==> src/hdl/blsr_pkg.sv <==
// Shared types and constants for the backlight level step ramp.
// Holds the controller state, command and status types and the table lookup.
// Depends on nothing; the top level, controller and datapath use it by scoped names.
package blsr_pkg;

    // Level and table constants.
    localparam logic [6:0]  FULL_LEVEL      = 7'd100;
    localparam logic [2:0]  MAX_STEPS       = 3'd4;
    localparam logic [15:0] TICK_PERIOD_RST = 16'd10;

    // Magnitude of delta times a proportion: 7 bits by 16 bits.
    localparam int unsigned DIV_BITS  = 23;
    localparam int unsigned DIV_CNT_W = $clog2(DIV_BITS);

    // Item operation codes.
    typedef enum logic {
        OP_TICK   = 1'b0,
        OP_TARGET = 1'b1
    } t_op;

    // Configuration register indexes.
    typedef enum logic [1:0] {
        CFG_STEP_COUNT = 2'd0,
        CFG_PROPORTION = 2'd1,
        CFG_STEP_WAIT  = 2'd2,
        CFG_TICK       = 2'd3
    } t_cfg_idx;

    // Controller states.
    typedef enum logic [2:0] {
        S_IDLE,
        S_EVAL,
        S_DIV,
        S_APPLY,
        S_PUSH
    } t_state;

    // Commands from the controller to the datapath.
    typedef struct packed {
        logic capture;
        logic eval;
        logic div_step;
        logic apply;
        logic push;
    } t_cmd;

    // Status from the datapath to the controller.
    typedef struct packed {
        logic need_div;
        logic div_last;
        logic out_free;
    } t_status;

    // One 16-bit entry of a packed four-entry table; the top entry has 15 bits.
    function automatic logic [15:0] f_entry(input logic [62:0] tbl, input logic [1:0] idx);
        logic [15:0] v;
        unique case (idx)
            2'd0:    v = tbl[15:0];
            2'd1:    v = tbl[31:16];
            2'd2:    v = tbl[47:32];
            default: v = {1'b0, tbl[62:48]};
        endcase
        return v;
    endfunction

endpackage

==> src/hdl/backlight_level_step_ramp_top.sv <==
// One channel of a backlight level ramp. Each input word is either a tick or
// a new target and gives exactly one output word with the level and the
// ramping flag. A tick that takes a ramp step goes through capture,
// evaluation with the product register, the one-bit-per-cycle restoring
// divider, the step apply and the push into the output register. Every
// other word goes through capture, evaluation and the push. One word is
// worked on at a time; the next word is accepted while the previous result
// still waits in the output register. Configuration is written through a
// plain write port. Depends on blsr_pkg, blsr_ctrl and blsr_dp.
module backlight_level_step_ramp_top (
    input  logic        i_clk,
    input  logic        i_rst_n,
    input  logic        i_cfg_we,
    input  logic [1:0]  i_cfg_index,
    input  logic [62:0] i_cfg_data,
    input  logic        i_valid,
    output logic        o_ready,
    input  logic        i_operation,
    input  logic [6:0]  i_target_level,
    output logic        o_valid,
    input  logic        i_ready,
    output logic [6:0]  o_level,
    output logic        o_ramping
);

    blsr_pkg::t_cmd    w_cmd;
    blsr_pkg::t_status w_status;

    // Controller.
    blsr_ctrl u_ctrl (
        .i_clk    (i_clk),
        .i_rst_n  (i_rst_n),
        .i_valid  (i_valid),
        .o_ready  (o_ready),
        .i_status (w_status),
        .o_cmd    (w_cmd)
    );

    // Datapath.
    blsr_dp u_dp (
        .i_clk          (i_clk),
        .i_rst_n        (i_rst_n),
        .i_cfg_we       (i_cfg_we),
        .i_cfg_index    (i_cfg_index),
        .i_cfg_data     (i_cfg_data),
        .i_operation    (i_operation),
        .i_target_level (i_target_level),
        .i_ready        (i_ready),
        .o_valid        (o_valid),
        .o_level        (o_level),
        .o_ramping      (o_ramping),
        .i_cmd          (w_cmd),
        .o_status       (w_status)
    );

endmodule

==> src/hdl/blsr_ctrl.sv <==
// Controller state machine of the backlight level step ramp.
// Sequences capture, evaluation, division, step apply and result push.
// Depends on blsr_pkg.
module blsr_ctrl (
    input  logic              i_clk,
    input  logic              i_rst_n,
    input  logic              i_valid,
    output logic              o_ready,
    input  blsr_pkg::t_status i_status,
    output blsr_pkg::t_cmd    o_cmd
);

    blsr_pkg::t_state r_state;
    blsr_pkg::t_state n_state;

    // State register.
    always_ff @(posedge i_clk) begin
        if (!i_rst_n) begin
            r_state <= blsr_pkg::S_IDLE;
        end else begin
            r_state <= n_state;
        end
    end

    // Next state.
    always_comb begin
        n_state = r_state;
        unique case (r_state)
            blsr_pkg::S_IDLE: begin
                if (i_valid) n_state = blsr_pkg::S_EVAL;
            end
            blsr_pkg::S_EVAL: begin
                n_state = i_status.need_div ? blsr_pkg::S_DIV : blsr_pkg::S_PUSH;
            end
            blsr_pkg::S_DIV: begin
                if (i_status.div_last) n_state = blsr_pkg::S_APPLY;
            end
            blsr_pkg::S_APPLY: begin
                n_state = blsr_pkg::S_PUSH;
            end
            blsr_pkg::S_PUSH: begin
                if (i_status.out_free) n_state = blsr_pkg::S_IDLE;
            end
            default: n_state = blsr_pkg::S_IDLE;
        endcase
    end

    // Outputs: commands and the input ready.
    always_comb begin
        o_cmd   = '0;
        o_ready = 1'b0;
        unique case (r_state)
            blsr_pkg::S_IDLE: begin
                o_ready     = 1'b1;
                o_cmd.capture = i_valid;
            end
            blsr_pkg::S_EVAL:  o_cmd.eval     = 1'b1;
            blsr_pkg::S_DIV:   o_cmd.div_step = 1'b1;
            blsr_pkg::S_APPLY: o_cmd.apply    = 1'b1;
            blsr_pkg::S_PUSH:  o_cmd.push     = i_status.out_free;
            default: o_cmd = '0;
        endcase
    end

endmodule

==> src/hdl/blsr_dp.sv <==
// Datapath of the backlight level step ramp: configuration, ramp state,
// product register, restoring divider and the output word register.
// Depends on blsr_pkg.
module blsr_dp (
    input  logic              i_clk,
    input  logic              i_rst_n,
    input  logic              i_cfg_we,
    input  logic [1:0]        i_cfg_index,
    input  logic [62:0]       i_cfg_data,
    input  logic              i_operation,
    input  logic [6:0]        i_target_level,
    input  logic              i_ready,
    output logic              o_valid,
    output logic [6:0]        o_level,
    output logic              o_ramping,
    input  blsr_pkg::t_cmd    i_cmd,
    output blsr_pkg::t_status o_status
);

    localparam int unsigned QW = blsr_pkg::DIV_BITS;

    // Configuration registers.
    logic [2:0]  r_step_count;
    logic [62:0] r_prop_tbl;
    logic [62:0] r_wait_tbl;
    logic [15:0] r_tick_period;

    // Captured word.
    blsr_pkg::t_op r_op;
    logic [6:0]    r_tgt;

    // Ramp state.
    logic [6:0]        r_base;
    logic [6:0]        r_out;
    logic signed [7:0] r_delta;
    logic              r_busy;
    logic [2:0]        r_step_idx;
    logic [15:0]       r_wait;

    // Divider.
    logic [QW-1:0]                    r_quo;
    logic [15:0]                      r_rem;
    logic [15:0]                      r_den;
    logic                             r_neg;
    logic [blsr_pkg::DIV_CNT_W-1:0]   r_div_cnt;

    // Output word register.
    logic       r_o_valid;
    logic [6:0] r_o_level;
    logic       r_o_ramping;

    logic [2:0]  w_n;
    logic [2:0]  w_last;
    logic [15:0] w_sum;
    logic        w_idle_clear;
    logic        w_abandon;
    logic        w_step;
    logic [7:0]  w_abs;
    logic [QW-1:0] w_prod;
    logic [15:0] w_per;
    logic [15:0] w_wait_next;
    logic [6:0]  w_t;
    logic        w_start;
    logic [7:0]  w_new_delta;
    logic [16:0] w_trial;
    logic        w_ge;
    logic [16:0] w_rem_next;
    logic [QW:0] w_up;
    logic [6:0]  w_step_level;
    logic [2:0]  w_next_idx;
    logic [15:0] w_next_wait;
    logic        w_out_free;

    // Steps in use, the last proportion and the tick decision.
    always_comb begin
        w_n          = (r_step_count > blsr_pkg::MAX_STEPS) ? blsr_pkg::MAX_STEPS : r_step_count;
        w_last       = w_n - 3'd1;
        w_sum        = blsr_pkg::f_entry(r_prop_tbl, w_last[1:0]);
        w_idle_clear = (w_n == 3'd0) || (r_step_idx >= w_n);
        w_abandon    = !w_idle_clear && ((r_delta == 8'sd0) || (w_sum == 16'd0));
        w_step       = !w_idle_clear && !w_abandon && (r_wait == 16'd0);
    end

    // Product magnitude of the delta and the current proportion.
    always_comb begin
        w_abs  = r_delta[7] ? (8'd0 - r_delta) : r_delta;
        w_prod = QW'(w_abs[6:0]) * QW'(blsr_pkg::f_entry(r_prop_tbl, r_step_idx[1:0]));
    end

    // Saturating countdown; a zero period counts as one.
    always_comb begin
        w_per       = (r_tick_period == 16'd0) ? 16'd1 : r_tick_period;
        w_wait_next = (r_wait > w_per) ? (r_wait - w_per) : 16'd0;
    end

    // Target clamp and ramp start decision.
    always_comb begin
        w_t         = (r_tgt > blsr_pkg::FULL_LEVEL) ? blsr_pkg::FULL_LEVEL : r_tgt;
        w_start     = !r_busy && (w_t != r_base) && (w_n != 3'd0);
        w_new_delta = {1'b0, w_t} - {1'b0, r_base};
    end

    // One restoring division step.
    always_comb begin
        w_trial    = {r_rem, r_quo[QW-1]};
        w_ge       = (w_trial >= {1'b0, r_den});
        w_rem_next = w_ge ? (w_trial - {1'b0, r_den}) : w_trial;
    end

    // Step level from the quotient, clamped to the valid range.
    always_comb begin
        w_up = (QW+1)'(r_base) + (QW+1)'(r_quo);
        if (r_neg) begin
            w_step_level = (r_quo >= QW'(r_base)) ? 7'd0 : (r_base - r_quo[6:0]);
        end else begin
            w_step_level = (w_up > (QW+1)'(blsr_pkg::FULL_LEVEL)) ?
                           blsr_pkg::FULL_LEVEL : w_up[6:0];
        end
        w_next_idx  = r_step_idx + 3'd1;
        w_next_wait = (w_next_idx < w_n) ?
                      blsr_pkg::f_entry(r_wait_tbl, w_next_idx[1:0]) : 16'd0;
    end

    assign w_out_free = !r_o_valid || i_ready;

    // Configuration writes.
    always_ff @(posedge i_clk) begin
        if (!i_rst_n) begin
            r_step_count  <= 3'd0;
            r_prop_tbl    <= '0;
            r_wait_tbl    <= '0;
            r_tick_period <= blsr_pkg::TICK_PERIOD_RST;
        end else if (i_cfg_we) begin
            unique case (blsr_pkg::t_cfg_idx'(i_cfg_index))
                blsr_pkg::CFG_STEP_COUNT: r_step_count  <= i_cfg_data[2:0];
                blsr_pkg::CFG_PROPORTION: r_prop_tbl    <= i_cfg_data;
                blsr_pkg::CFG_STEP_WAIT:  r_wait_tbl    <= i_cfg_data;
                blsr_pkg::CFG_TICK:       r_tick_period <= i_cfg_data[15:0];
                default: r_step_count <= r_step_count;
            endcase
        end
    end

    // Captured input word.
    always_ff @(posedge i_clk) begin
        if (i_cmd.capture) begin
            r_op  <= blsr_pkg::t_op'(i_operation);
            r_tgt <= i_target_level;
        end
    end

    // Ramp state updates.
    always_ff @(posedge i_clk) begin
        if (!i_rst_n) begin
            r_base     <= blsr_pkg::FULL_LEVEL;
            r_out      <= blsr_pkg::FULL_LEVEL;
            r_delta    <= 8'sd0;
            r_busy     <= 1'b0;
            r_step_idx <= 3'd0;
            r_wait     <= 16'd0;
        end else if (i_cmd.eval) begin
            if (r_op == blsr_pkg::OP_TARGET) begin
                if (w_start) begin
                    r_busy  <= 1'b1;
                    r_delta <= w_new_delta;
                end else begin
                    r_out <= w_t;
                end
            end else if (w_idle_clear || w_abandon) begin
                r_delta    <= 8'sd0;
                r_busy     <= 1'b0;
                r_step_idx <= 3'd0;
                r_wait     <= 16'd0;
                if (w_idle_clear) r_base <= r_out;
            end else if (!w_step) begin
                r_wait <= w_wait_next;
            end
        end else if (i_cmd.apply) begin
            r_out      <= w_step_level;
            r_step_idx <= w_next_idx;
            r_wait     <= w_next_wait;
        end
    end

    // Divider: load the product, then one quotient bit per cycle.
    always_ff @(posedge i_clk) begin
        if (i_cmd.eval) begin
            r_quo     <= w_prod;
            r_rem     <= 16'd0;
            r_den     <= w_sum;
            r_neg     <= r_delta[7];
            r_div_cnt <= '0;
        end else if (i_cmd.div_step) begin
            r_quo     <= {r_quo[QW-2:0], w_ge};
            r_rem     <= w_rem_next[15:0];
            r_div_cnt <= r_div_cnt + 1'b1;
        end
    end

    // Output word register.
    always_ff @(posedge i_clk) begin
        if (!i_rst_n) begin
            r_o_valid <= 1'b0;
        end else if (i_cmd.push) begin
            r_o_valid <= 1'b1;
        end else if (i_ready) begin
            r_o_valid <= 1'b0;
        end
    end

    always_ff @(posedge i_clk) begin
        if (i_cmd.push) begin
            r_o_level   <= r_out;
            r_o_ramping <= r_busy;
        end
    end

    assign o_valid   = r_o_valid;
    assign o_level   = r_o_level;
    assign o_ramping = r_o_ramping;

    assign o_status.need_div = (r_op == blsr_pkg::OP_TICK) && w_step;
    assign o_status.div_last = (r_div_cnt == blsr_pkg::DIV_CNT_W'(QW - 1));
    assign o_status.out_free = w_out_free;

endmodule

==> config.mk <==
export PLATFORM = sky130hd
export DESIGN_NAME = backlight_level_step_ramp_top
export DESIGN_NICKNAME = d
export VERILOG_FILES = /design/src/hdl/blsr_pkg.sv /design/src/hdl/backlight_level_step_ramp_top.sv /design/src/hdl/blsr_ctrl.sv /design/src/hdl/blsr_dp.sv
export SDC_FILE = /design/constraint.sdc
export NUM_CORES = 1
export LEC_CHECK = 0
export ABC_AREA = 1
export BUFFER_PORTS_ARGS = -buffer_cell sky130_fd_sc_hd__clkbuf_2
export CAP_MARGIN = 10
export CORE_ASPECT_RATIO = 0.75
export CORE_MARGIN = 10
export CORE_UTILIZATION = 55
export CTS_CLUSTER_SIZE = 40
export DETAILED_ROUTE_END_ITERATION = 8
export PLACE_DENSITY = 0.84
export SETUP_SLACK_MARGIN = 0.02
export SYNTH_ARGS = -nofsm -noshare
export SYNTH_HDL_FRONTEND = slang
export SYNTH_SLANG_ARGS = --single-unit
==> constraint.sdc <==
create_clock -name i_clk -period 7.7 [get_ports i_clk]
set_input_delay 0.77 -clock i_clk [delete_from_list [all_inputs] [get_ports i_clk]]
set_output_delay 0.77 -clock i_clk [all_outputs]
set_load 0.005 [all_outputs]
Word-level counts from Yosys, hierarchy flattened --
Index checks and enable logic that the tools add are counted.
Word-level totals: logic and storage cells 150, input bits 78, register bits 268, output and inout bits 10
Operators by class: add/subtract/negate cells 9, mux-type cells 47, bitwise gates (word level) 1, equality and inequality tests 24, multiply operators 1, reductions and logical operators 39, magnitude comparators 8
Operators by type and width (number):
- 16-bit 2-to-1 mux | 9
- 16-bit one-hot mux with 3 select lines | 3
- 7-bit 2-to-1 mux | 9
- 16-bit logical NOT | 3
- 23-bit 2-to-1 mux | 2
- 16-bit subtractor | 2
- 3-bit 2-to-1 mux | 9
- 7-bit by 23-bit adder with 24-bit output | 1
- 24-bit by 7-bit greater-than comparator with 1-bit output, second input constant | 1
- 8-bit 2-to-1 mux | 3
- 23-bit by 7-bit greater-or-equal comparator with 1-bit output | 1
- 7-bit by 16-bit multiplier with 23-bit output | 1
- 17-bit by 16-bit greater-or-equal comparator with 1-bit output | 1
- 16-bit greater-than comparator | 1
- 3-bit one-hot mux with 5 select lines | 1
- 3-bit AND reduction | 5
- 1-bit 2-to-1 mux | 11
- 2-bit equality test, second input constant | 5
- 2-bit by 1-bit equality test with 1-bit output, second input constant | 4
- 2-bit logical NOT | 4
- 8-bit logical NOT | 1
- 2-bit by 1-bit != test with 1-bit output, second input constant | 4
- 2-bit != test, second input constant | 4
- 2-bit AND reduction | 4
- other kinds (24) | 40

Logic depth before layout (Yosys ltp) --
word-level depth 15, mapped depth 32, depth with buffers taken out 30

Hierarchy --
A second synthesis with hierarchy kept.
Second synthesis, totals: cell total of the unflattened synthesis 2526, area, all modules 18221.2 sq um
Modules (own cells, without submodules):
- blsr_dp | area an instance 18031.0 sq um, sequential area each 5865.6 sq um, times used 1, cells each 2495
- blsr_ctrl | area an instance 190.2 sq um, sequential area each 60.1 sq um, times used 1, cells each 31

Worst setup path before layout --
OpenSTA, ideal clock, no wires.
path type register to register, start register u_dp.r_delta[0], end register u_dp.r_quo[17] (data pin), buffers on the path 1, setup time 0.292 ns, stages on the path, launching flop included 29, setup slack 1.754 ns, clock period less this slack 5.946 ns, arrival time 5.654 ns, required time 7.408 ns, cells stage by stage dfxtp_1 > inv_1 > clkbuf_1 > ha_1 > inv_1 > nor2_1 > inv_1 > nor3_1 > o21ai_0 > nand2_1 > inv_1 > or2_2 > fa_1 > fa_1 > inv_1 > fa_1 > inv_1 > fa_1 > inv_1 > ha_1 > nand2_1 > inv_1 > a21oi_1 > o21ai_0 > a21oi_1 > o21bai_1 > or2_2 > nand3_1 > o21ai_0
On the way: cells in the longest elaborated chain, start to end 4
Ends and longest elaborated chain:
- from (decl) | RTL line blsr_dp.sv:35 | logic signed [7:0] r_delta;
- from (signal assigned) | RTL line blsr_dp.sv:165 | r_delta <= w_new_delta;
- 1-bit by 7-bit subtractor with 7-bit output | RTL line blsr_dp.sv:86 | w_abs = r_delta[7] ? (8'd0 - r_delta) : r_delta;
- 7-bit 2-to-1 mux (*) | RTL line blsr_dp.sv:86
- 7-bit by 16-bit multiplier with 23-bit output (*) | RTL line blsr_dp.sv:87 | w_prod = QW'(w_abs[6:0]) * QW'(blsr_pkg::f_entry(r_prop_tbl, r_step_idx[1:0]));
- 23-bit 2-to-1 mux (*) | RTL line blsr_dp.sv:187 | if (i_cmd.eval) begin
- to (signal assigned) | RTL line blsr_dp.sv:188 | r_quo <= w_prod;
- to (signal assigned) | RTL line blsr_dp.sv:194 | r_quo <= {r_quo[QW-2:0], w_ge};
- to (decl) | RTL line blsr_dp.sv:41 | logic [QW-1:0] r_quo;
Every way passes the cells marked *; elsewhere a longest branch is shown, timed or not. A chain may end at the register's enable or synchronous reset.

Final worst setup path --
Same ends and word-level chain as after synthesis.

==> metrics.csv <==
stage,metric,value,unit
cts,clk slew on worst S/H paths,0.07,ns
final_layout,Post-Layout Cell Count,3068,
sta,Slew Limit Fails,0,
final_layout,share of cells above drive strength 1,7.98,%
power,Sequential Power Share,46.4,%
die,row count,58,
synthesis,"FF+latch count, synth",268,
power,internal cell power,0.00239,W
detailed_routing,Routed WL,55900,microns
cts,total CTS buffers,27,
grt,gr usage total,26.5,%
sta,clk_skew,0.0119,ns
sta,maximum operating frequency,145,MHz
grt,vias in the first global route,16588,
worst_setup_path,required time of the worst setup path,7.97,ns
die,initial core utilization,55.6,%
cts,CTS tree,built,
hold_path,HP Class,in -> reg,
placement,area post-placement,19200,sq um
hold_path,min-delay src,i_target_level[1],
detailed_routing,Routed Antenna Nets,0,
synthesis,"Seq/Total Area, Yosys",31.8,%
synthesis,Unique masters post-synth,57,
power,PD cells,166,nW/um^2
final_layout,area grow syn2layout,8.03,%
synthesis,syn_nets,2847,
cts,CTS Root Cell,clkbuf_16,
placement,gpl congestion,0.985,
cts,postcts setup bufs,0,
cts,"Hold-fix buffers, CTS",0,
die,DIE AREA,41700,sq um
sta,setup tns final,0,ns
sta,Tcrit/Tclk final,89.4,%
sta,Final Hold Vio Count,0,
placement,Port Buf Inserts,87,
final_layout,Total Nets Final,2869,
worst_setup_path,crit end category,flop,
worst_setup_path,startpoint types,flop,
power,switching share of total power,28.3,%
synthesis,cells after synthesis,2580,
worst_setup_path,Critical Path Start,u_dp.r_delta[0],
worst_setup_path,Reg2Reg Setup Slack,0.82,ns
synthesis,asr flop ratio synth,0,%
grt,initial antenna violation count,0,
worst_setup_path,Worst path slowest cell,fa_1,
power,Peak VDD IR,0.166,mV
sta,max_slew headroom,20.1,%
worst_setup_path,max incr delay on CP,0.55,ns
worst_setup_path,data arrival time of the worst path,7.16,ns
flow_run,maxcap violations,0,
worst_setup_path,CP dominant cell by count,inv_1,
placement,DP HPWL,42000,microns
die,core area,33500,sq um
sta,slew of the pin with the lowest slew margin,1.20,ns
detailed_routing,starting DRC count in detailed routing,2464,
die,chip width,232,microns
detailed_routing,via count,18086,
cts,Max Root-Sink Buffers,3,
sta,final setup violation count,0,
sta,Period minus WS final,6.88,ns
worst_setup_path,r2r startpoint,u_dp.r_delta[0],
worst_setup_path,Crit Path Class,reg -> reg,
cts,post-CTS sizing,0,
synthesis,ys flop type,dfxtp_1,
grt,largest net degree at the start of global routing,144,
synthesis,mean area per synthesized cell,7.21,sq um
grt,GRT Residual Overflow,0,
die,I/O pin cnt,88,
cts,CTS Sinks,268,
detailed_routing,Vias/cell,5.90,
sta,RSZ-0062 raised after global routing,no,
worst_setup_path,"Max FO, Critical Path",14,
placement,placed insts,3023,
grt,first-pass GRT wire length,89200,microns
cts,H-tree Lvls,1,
power,clock power share,39.8,%
synthesis,Yosys Warn Count,0,
final_layout,"commonest cells after routing, fill and taps aside","nand2_1, nor2_1, inv_1",
synthesis,"EDFF count, synth",56,
sta,final setup margin,0.817,ns
cts,Skew-Pair Late Insertion Delay,0.56,ns
synthesis,Mapped Area,18600,sq um
detailed_routing,DRC,0,
placement,pre-CTS setup slack,0.917,ns
final_layout,"Design Area, Final",20100,sq um
power,P_sw,0.000943,W
power,Leak Pwr,9.38,nW
detailed_routing,routed len/inst,18.2,microns
final_layout,"most common cell after layout, fill and taps aside",nand2_1,
power,combinational share of power,13.8,%
die,chip height,179,microns
status,outcome,"complete, no violations",
detailed_routing,Detailed Routing Iterations Pass 1,6,
final_layout,FILL cells,3040,
final_layout,diode count,0,
-- final cells by class --
type | count | area [sq um] | share of cell area [%]
multi-input combinational | 1917 | 11100 | 55.4
sequential | 268 | 5930 | 29.5
inverter | 289 | 1080 | 5.40
timing repair buffer | 99 | 528 | 2.63
tap | 450 | 563 | 2.80
clock inverter | 7 | 100 | 0.498
clock buffer | 38 | 758 | 3.77
-- cells by family after synthesis --
logic type,share of synthesized area (%)
simple gates,26.5
flops,31.8
xor+xnor,1.84
compound gates,15.7
fa+ha+maj,15.7
buf+inv,8.35
-- final timing paths --
check                                           end  depth (start not counted)
worst max register to register       u_dp.r_quo[17]                         27
worst min-delay path                  u_dp.r_tgt[1]                          1
worst min register to register  u_dp.r_wait_tbl[49]                          2
worst max-delay path                 u_dp.r_quo[17]                         27
-- power groups by stage --
stage                     sequential (W)  clock (W)  combinational [W]
after floorplan                  0.00156          0           0.000311
after global placement           0.00157          0           0.000431
after detailed placement         0.00157          0           0.000441
after CTS                        0.00154    0.00133           0.000445
after global routing             0.00155    0.00139           0.000508
final                            0.00155    0.00133           0.000460
-- synth_stat cells, types with 4 or more instances --
library cell,number,area [sq um]
buf_2,10,50.1
xor2_1,17,149
nand2_2,12,75.1
a221oi_1,5,43.8
o31ai_1,4,30.0
o22ai_1,17,106
dfxtp_1,212,4240
a31oi_1,7,43.8
nand3b_1,7,52.6
a21oi_2,7,61.3
nand2_1,499,1870
o211ai_1,7,52.6
inv_1,283,1060
nand4_2,6,75.1
ha_1,115,1440
nor2_1,430,1610
nand4_1,42,263
fa_1,74,1480
a21oi_1,177,886
nor2_4,4,45.0
o21ai_1,4,20.0
buf_6,5,56.3
a21boi_0,4,30.0
nor3_1,21,105
clkbuf_1,89,334
xnor2_1,22,193
a32oi_1,11,96.3
a21o_1,5,37.5
edfxtp_1,56,1680
nand3_1,95,475
nor4_1,8,50.1
nand3_2,8,80.1
o21ai_0,245,1230
a22o_1,12,105
o21bai_1,7,52.6
or2_2,19,119
-- registers in the layout, summed over array words and instances, names as in the netlist, 8 cells and up --
name                cells
u_dp.r_prop_tbl        63
u_dp.r_wait_tbl        63
u_dp.r_quo             23
u_dp.r_den             16
u_dp.r_rem             16
u_dp.r_tick_period     16
u_dp.r_wait            16
u_dp.r_delta            8
-- stage by stage --
| step | util, % | total power (W) | hold WS [ns] |
|---|---|---|---|
| finish | 60.1 | 0.00333 | 0.392 |
| global route | 60.1 | 0.00345 | 0.381 |
| CTS | 60.1 | 0.00332 | 0.381 |
| detailed placement | 57.5 | 0.00202 | 0.455 |
| global placement | 57.5 | 0.00200 | 0.439 |
| floorplan | - | 0.00187 | 0.420 |
-- critical path, delay by kind of cell (launching register included) --
kind	cells	cell delay, ns
simple gates	7	1.47
buf+inv	8	0.88
compound gates	6	1.16
fa+ha+maj	6	2.65
flops	1	0.41
-- per-layer routing --
metal	global-route usage (%)	share of wire (%)	up-vias
li1	-	-	8500
met1	39.7	45	8514
met2	37.8	40	968
met3	5.72	12	104
met4	6.03	2.0	0
met5	0	0	-
No activity file was read; power rests on OpenSTA's default activity.
